File: config.mk
export PLATFORM = sky130hd
export DESIGN_NAME = http_chunked_body_decoder_top
export DESIGN_NICKNAME = d
export VERILOG_FILES = /design/src/rtl/hcbd_pkg.sv /design/src/rtl/hcbd_step.sv /design/src/rtl/hcbd_out_reg.sv /design/src/rtl/http_chunked_body_decoder_top.sv
export SDC_FILE = /design/constraint.sdc
export NUM_CORES = 1
export LEC_CHECK = 0
export BUFFER_PORTS_ARGS = -buffer_cell sky130_fd_sc_hd__buf_2
export CAP_MARGIN = 15
export CORE_UTILIZATION = 40
export CTS_BUF_LIST = sky130_fd_sc_hd__clkbuf_2
export CTS_CLUSTER_SIZE = 40
export DETAILED_ROUTE_END_ITERATION = 10
export SYNTH_ARGS = -nofsm -noshare
export SYNTH_HDL_FRONTEND = slang
export SYNTH_SLANG_ARGS = --single-unit
File: constraint.sdc
create_clock -name clk_i -period 3.45 [get_ports clk_i]
set_input_delay 0.1725 -clock clk_i [delete_from_list [all_inputs] [get_ports clk_i]]
set_output_delay 0.1725 -clock clk_i [all_outputs]
set_load 0.01 [all_outputs]
File: src/rtl/hcbd_pkg.sv
// ----------------------------------------------------------------------------
// hcbd_pkg
// Shared types and constants for the HTTP/1.1 chunked body decoder.
// ----------------------------------------------------------------------------
`default_nettype none

package hcbd_pkg;

  // Default width of the chunk size accumulator and the data byte counter
  localparam int unsigned SizeBitsDef = 32;

  // Decoder phase
  typedef enum logic [2:0] {
    PhSize     = 3'd0,
    PhSkipCr   = 3'd1,
    PhData     = 3'd2,
    PhSkipTail = 3'd3,
    PhDone     = 3'd4,
    PhBad      = 3'd5
  } phase_e;

  // Status codes shown with every result
  typedef enum logic [1:0] {
    StInProgress = 2'd0,
    StComplete   = 2'd1,
    StBadRequest = 2'd2
  } status_e;

  // Characters of the size line
  localparam logic [7:0] ChZero  = 8'h30;  // '0'
  localparam logic [7:0] ChNine  = 8'h39;  // '9'
  localparam logic [7:0] ChLowA  = 8'h61;  // 'a'
  localparam logic [7:0] ChLowF  = 8'h66;  // 'f'
  localparam logic [7:0] ChCr    = 8'h0D;  // carriage return

  // Bytes skipped after the size line CR and after the chunk data
  localparam logic [1:0] SkipAfterCr   = 2'd1;
  localparam logic [1:0] SkipAfterData = 2'd2;

  // One result item
  typedef struct packed {
    logic [7:0] out_byte;
    logic       out_valid;
    status_e    status;
  } result_t;

  // Lowercase hex decode: bit 4 flags a digit, bits 3:0 carry its value
  function automatic logic [4:0] hex_value(input logic [7:0] c);
    logic [4:0] r;
    r = '0;
    if (c >= ChZero && c <= ChNine) begin
      r = {1'b1, 4'(c - ChZero)};
    end else if (c >= ChLowA && c <= ChLowF) begin
      r = {1'b1, 4'(c - ChLowA + 8'd10)};
    end
    return r;
  endfunction

endpackage

`default_nettype wire

File: src/rtl/hcbd_step.sv
// ----------------------------------------------------------------------------
// hcbd_step
// Decoder state and the combinational update for one accepted body byte.
// ----------------------------------------------------------------------------
`default_nettype none

module hcbd_step #(
  parameter int unsigned SizeBits = hcbd_pkg::SizeBitsDef
) (
  input  wire logic              clk_i,
  input  wire logic              rst_ni,
  input  wire logic              accept_i,
  input  wire logic [7:0]        byte_i,
  output hcbd_pkg::result_t      result_o
);

  localparam int unsigned MaxDigits = SizeBits / 4;
  localparam int unsigned CntW      = $clog2(MaxDigits + 1);

  hcbd_pkg::phase_e      phase_q, phase_d;
  logic [SizeBits-1:0]   size_q, size_d;
  logic [CntW-1:0]       cnt_q, cnt_d;
  logic [SizeBits-1:0]   remaining_q, remaining_d;
  logic [1:0]            skip_q, skip_d;
  logic [4:0]            hex;

  assign hex = hcbd_pkg::hex_value(byte_i);

  // Next state and payload for the current byte
  always_comb begin
    phase_d     = phase_q;
    size_d      = size_q;
    cnt_d       = cnt_q;
    remaining_d = remaining_q;
    skip_d      = skip_q;
    result_o.out_byte  = '0;
    result_o.out_valid = 1'b0;
    unique case (phase_q)
      hcbd_pkg::PhSize: begin
        if (hex[4]) begin
          // too many digits is a bad request
          if (cnt_q >= CntW'(MaxDigits)) begin
            phase_d = hcbd_pkg::PhBad;
          end else begin
            size_d = {size_q[SizeBits-5:0], hex[3:0]};
            cnt_d  = cnt_q + 1'b1;
          end
        end else if (byte_i == hcbd_pkg::ChCr) begin
          // empty or zero size line ends the message
          if (size_q == '0) begin
            phase_d = hcbd_pkg::PhDone;
          end else begin
            remaining_d = size_q;
            skip_d      = hcbd_pkg::SkipAfterCr;
            phase_d     = hcbd_pkg::PhSkipCr;
          end
          size_d = '0;
          cnt_d  = '0;
        end else begin
          phase_d = hcbd_pkg::PhBad;
        end
      end
      hcbd_pkg::PhSkipCr: begin
        skip_d  = '0;
        phase_d = hcbd_pkg::PhData;
      end
      hcbd_pkg::PhData: begin
        result_o.out_byte  = byte_i;
        result_o.out_valid = 1'b1;
        remaining_d = remaining_q - 1'b1;
        if (remaining_d == '0) begin
          skip_d  = hcbd_pkg::SkipAfterData;
          phase_d = hcbd_pkg::PhSkipTail;
        end
      end
      hcbd_pkg::PhSkipTail: begin
        skip_d = skip_q - 2'd1;
        if (skip_d == '0) begin
          phase_d = hcbd_pkg::PhSize;
        end
      end
      hcbd_pkg::PhDone: begin
        phase_d = hcbd_pkg::PhDone;
      end
      default: begin
        // unused codes and the error phase stay in error
        phase_d = hcbd_pkg::PhBad;
      end
    endcase

    // Status follows the updated phase
    unique case (phase_d)
      hcbd_pkg::PhDone: result_o.status = hcbd_pkg::StComplete;
      hcbd_pkg::PhBad:  result_o.status = hcbd_pkg::StBadRequest;
      default:          result_o.status = hcbd_pkg::StInProgress;
    endcase
  end

  // State registers, updated once per accepted byte
  always_ff @(posedge clk_i or negedge rst_ni) begin
    if (!rst_ni) begin
      phase_q     <= hcbd_pkg::PhSize;
      size_q      <= '0;
      cnt_q       <= '0;
      remaining_q <= '0;
      skip_q      <= '0;
    end else if (accept_i) begin
      phase_q     <= phase_d;
      size_q      <= size_d;
      cnt_q       <= cnt_d;
      remaining_q <= remaining_d;
      skip_q      <= skip_d;
    end
  end

endmodule

`default_nettype wire

File: src/rtl/hcbd_out_reg.sv
// ----------------------------------------------------------------------------
// hcbd_out_reg
// Result register with valid/ready handshake toward the receiver.
// ----------------------------------------------------------------------------
`default_nettype none

module hcbd_out_reg (
  input  wire logic               clk_i,
  input  wire logic               rst_ni,
  input  wire logic               in_valid_i,
  output      logic               in_ready_o,
  input  wire hcbd_pkg::result_t  result_i,
  output      logic               res_valid_o,
  input  wire logic               res_ready_i,
  output hcbd_pkg::result_t       result_o,
  output      logic               accept_o
);

  logic              valid_q;
  hcbd_pkg::result_t data_q;

  // A new byte is taken when the register is empty or drains this cycle
  assign in_ready_o = !valid_q || res_ready_i;
  assign accept_o   = in_valid_i && in_ready_o;

  always_ff @(posedge clk_i or negedge rst_ni) begin
    if (!rst_ni) begin
      valid_q <= 1'b0;
    end else if (accept_o) begin
      valid_q <= 1'b1;
    end else if (res_ready_i) begin
      valid_q <= 1'b0;
    end
  end

  // Payload needs no reset
  always_ff @(posedge clk_i) begin
    if (accept_o) begin
      data_q <= result_i;
    end
  end

  assign res_valid_o = valid_q;
  assign result_o    = data_q;

endmodule

`default_nettype wire

File: src/rtl/http_chunked_body_decoder_top.sv
// ----------------------------------------------------------------------------
// http_chunked_body_decoder_top
// HTTP/1.1 chunked body decoder, one byte per cycle while results are taken.
// ----------------------------------------------------------------------------
// Usage:
//   Input channel (in_valid_i/in_ready_o) carries raw body bytes. Each
//   accepted byte yields exactly one result on the output channel
//   (res_valid_o/res_ready_i): out_byte_o/out_valid_o mark payload bytes,
//   status_o reads 0 in progress, 1 message complete, 2 bad request.
//   The result of a byte accepted at an edge is shown from that edge onward.
//   Throughput is one byte per cycle while the receiver takes results; the
//   state update is a single pass of hex decode, shift-in and a SIZE_BITS-wide
//   decrement between the state registers and the result register.
//   Reset returns the decoder to the start of a size line and empties the
//   result register. When the receiver stalls, the result register holds
//   and in_ready_o drops; it rises again in the cycle the result is taken.
//   Complete and bad request are sticky until reset.
// ----------------------------------------------------------------------------
`default_nettype none

module http_chunked_body_decoder_top #(
  parameter int unsigned SIZE_BITS = hcbd_pkg::SizeBitsDef
) (
  input  wire logic       clk_i,
  input  wire logic       rst_ni,
  input  wire logic       in_valid_i,
  output      logic       in_ready_o,
  input  wire logic [7:0] in_byte_i,
  output      logic       res_valid_o,
  input  wire logic       res_ready_i,
  output      logic [7:0] out_byte_o,
  output      logic       out_valid_o,
  output      logic [1:0] status_o
);

  hcbd_pkg::result_t step_res;
  hcbd_pkg::result_t out_res;
  logic              accept;

  // State update
  hcbd_step #(
    .SizeBits (SIZE_BITS)
  ) u_step (
    .clk_i    (clk_i),
    .rst_ni   (rst_ni),
    .accept_i (accept),
    .byte_i   (in_byte_i),
    .result_o (step_res)
  );

  // Result register
  hcbd_out_reg u_out (
    .clk_i       (clk_i),
    .rst_ni      (rst_ni),
    .in_valid_i  (in_valid_i),
    .in_ready_o  (in_ready_o),
    .result_i    (step_res),
    .res_valid_o (res_valid_o),
    .res_ready_i (res_ready_i),
    .result_o    (out_res),
    .accept_o    (accept)
  );

  assign out_byte_o  = out_res.out_byte;
  assign out_valid_o = out_res.out_valid;
  assign status_o    = 2'(out_res.status);

endmodule

`default_nettype wire

==> impl_metrics.yaml <==
cts:
  cts_buffers: 9
  cts_buffer_depth: 2
  clk_pin_slew_worst_paths_ns: 0.24
  cts_sinks: 85
  cts_resized: 0
  cts_tree: "yes"
  clk_latency_ns: 0.59
  clockRootBuffer: "clkbuf_2"
  hold_buffers: 11
  htree_levels: 3
  post_cts_buffers: 0
yosys:
  yosys.area_share.simple_pct: 25.3
  synth_compound_area_share_pct: 21.9
  synth_nets: 600
  ys.flop_type: "dfrtp_1"
  seq_area_frac_synth_pct: 43.9
  synth_area_um2: 4970
  yosys.area_share.adder_pct: 2.01
  ys_ff_latch: 85
  netlist_top_cells_count: "nand2_1 (92), o21ai_0 (77), dfrtp_1 (74)"
  postSynthAreaPerCell_um2: 8.57
  synthCells: 580
  synth_warnings: 0
  synth_top_area_cell: "dfrtp_1"
  synth_top_family_by_area: "simple AND/OR/NAND/NOR gates"
  synth_cell_types: 66
  muxShareOfSynthArea_pct: 1.06
  synth_most_common_cell: "nand2_1"
  ys_async_sr_fraction_pct: 87.1
  synth-edff-count: 11
  yosysTopAreaCellShare_pct: 37.2
  synthXorXnorAreaFrac_pct: 0.705
  ys_top_cells_by_area: "dfrtp_1 (37%), o21ai_0 (7.8%), nand2_1 (6.9%)"
worst_setup_path:
  cp_slowest_stage_delay_ns: 0.54
  setup.worst_path.class: "reg2reg"
  critPathMostFrequentCell: "nand3_2"
  crit_chain: "inv_1 -> ha_1 -> or4b_4 -> nor4_4 -> nand3_2 -> a2111oi_2 -> nand4_1 -> nand3_2 -> a21oi_1"
  endpoint_kind: "register"
  crit_family: "simple AND/OR/NAND/NOR gates"
  worst_ep_arrival_time_ns: 3.29
  crit_buf_inv: 1
  start_kind: "register"
  cp_max_fo: 8
  crit_required_ns: 3.82
  cp_slowest_cell: "or4b_4"
final_layout:
  nets: 617
  final_cell_area_um2: 5420
  final_util_pct: 44.9
  num-fill-cells: 1203
  fin_cells: 769
  layout-drive-gt1-share_pct: 11.5
  diodes: 0
  syn2layout_area_growth_pct: 9.03
route:
  drt_first_pass_iters: 5
  detail_route.wl_per_cell_um: 16.6
  drt-vias-per-instance: 5.73
  first_iter_violations: 311
  via_count: 4407
  drc: 0
  wl_um: 12800
  ant_nets: 0
job:
  maxCapViolations: 0
floorplan:
  rows: 40
  die_w_um: 113
  initial_utilization_pct: 41.2
  io_pins: 25
  design.core.area_um2: 12100
  die-area_um2: 12900
  fp.dieH_um: 113
power:
  power_uw: 3520
  max-vdd-ir-drop_mv: 0.245
  cellPowerDensity_nw_per_um2: 650
  p_leak_uw: 0.00218
placement:
  post_dp_cell_area_um2: 5180
  dp_hpwl_um: 8840
  gp_congestion: 0.905
  dp.cells: 743
  port-buffer-count: 24
sta:
  post-route-period-util_pct: 84.5
  hold_viol: 0
  skew_ns: 0.0413
  rsz0062_at_grt: "false"
  max_slew_margin_pct: 35.3
  worst_pin_slew_ns: 0.970
  setup_tns_ns: 0
  slew_viol_final: 0
  setup_viol: 0
  fmax_mhz: 343
  finalCriticalPeriod_ns: 2.92
grt:
  grt_pass1_wl_um: 21000
  grt-ovfl-total: 0
  grt_util_met3_pct: 3.03
  first_global_vias: 3971
  grt_util_met1_pct: 32.0
  grt_max_degree: 75
  antenna_found_initial: 0
  met2_usage_pct: 30.2
  top_usage_layer: "met1"
  grt_use_total_pct: 21.1
outcome:
  outcome: "completed"
worst_hold_path:
  hold_class: "in2async"
[worst paths after layout]
path / startpoint / to / slack [ns] / cells past startpoint
min in group clk_i: res_ready_i / u_step.cnt_q[3] / 0.41 / 5
worst max register to register: u_step.remaining_q[0] / u_out.result_o[0] / 0.53 / 9
worst min register to register: u_step.size_q[30] / u_step.size_q[30] / 0.55 / 2
worst max-delay path: u_step.remaining_q[0] / u_out.result_o[0] / 0.53 / 9
worst min-delay path: rst_ni / u_step.remaining_q[21] / 0.21 / 2
max in group asynchronous: rst_ni / u_step.remaining_q[0] / 2.53 / 2
[logic make-up (layout without fill, tap and decap cells)]
family                   Yosys count  in the layout
multiplexers                       5              5
flip-flops                        85             85
AO/OA/AOI/OAI                    183            183
AND/OR/NAND/NOR                  246            246
adder cells (fa/ha/maj)            8              8
buffers and inverters             49             70
XOR/XNOR                           4              4
[metrics by stage]
step / hold WS (ns) / worst slack (ns)
after floorplan: -0.123 / 0.723
after global placement: 0.383 / 0.614
after detailed placement: 0.394 / 0.524
after CTS: 0.245 / 0.534
after global routing: 0.304 / 0.277
final: 0.210 / 0.533
[registers in the layout, indices dropped and copies added (netlist names)]
signal	flops
u_out.res_valid_o	1
u_step.cnt_q	4
u_step.skip_q	2
u_out.result_o	11
u_step.phase_q	3
u_step.size_q	32
u_step.remaining_q	32
[cell type report]
class	count	area, um2	share of cell area, %
sequential	85	2180	40.2
timing repair buffer	43	305	5.63
inverter	12	45.0	0.831
clock buffer	10	50.0	0.923
multi-input combinational	446	2550	47.1
tap	168	210	3.88
clock inverter	5	77.6	1.43
[power by group]
| group | internal, uW | switching, uW |
|---|---|---|
| Clock | 236 | 346 |
| Sequential | 1180 | 261 |
| Combinational | 556 | 943 |
[metal layers]
layer	wire length [um]	share of wire [%]
met2	5470	43
met3	611	4.8
met5	0	0
met1	6430	50
met4	299	2.3
[cells in the final DEF, fill, tap and decap left out, types with 4 or more instances in the layout]
cell type / instances
a22oi_1: 10
nand2b_1: 4
edfxtp_1: 11
inv_1: 11
o21a_1: 4
nor3_1: 18
nand3_1: 10
nor4_1: 24
buf_2: 23
dfrtp_1: 74
clkbuf_2: 10
o22ai_1: 5
a21oi_1: 46
nor4b_1: 4
a21o_1: 4
and2_1: 7
o211ai_1: 4
nor2_1: 46
nand2_1: 92
nor3b_1: 4
buf_4: 8
o21ai_0: 77
nand4_1: 9
a31oi_1: 5
dlygate4sd3_1: 11
ha_1: 8
No activity file was read; power rests on OpenSTA's default activity.
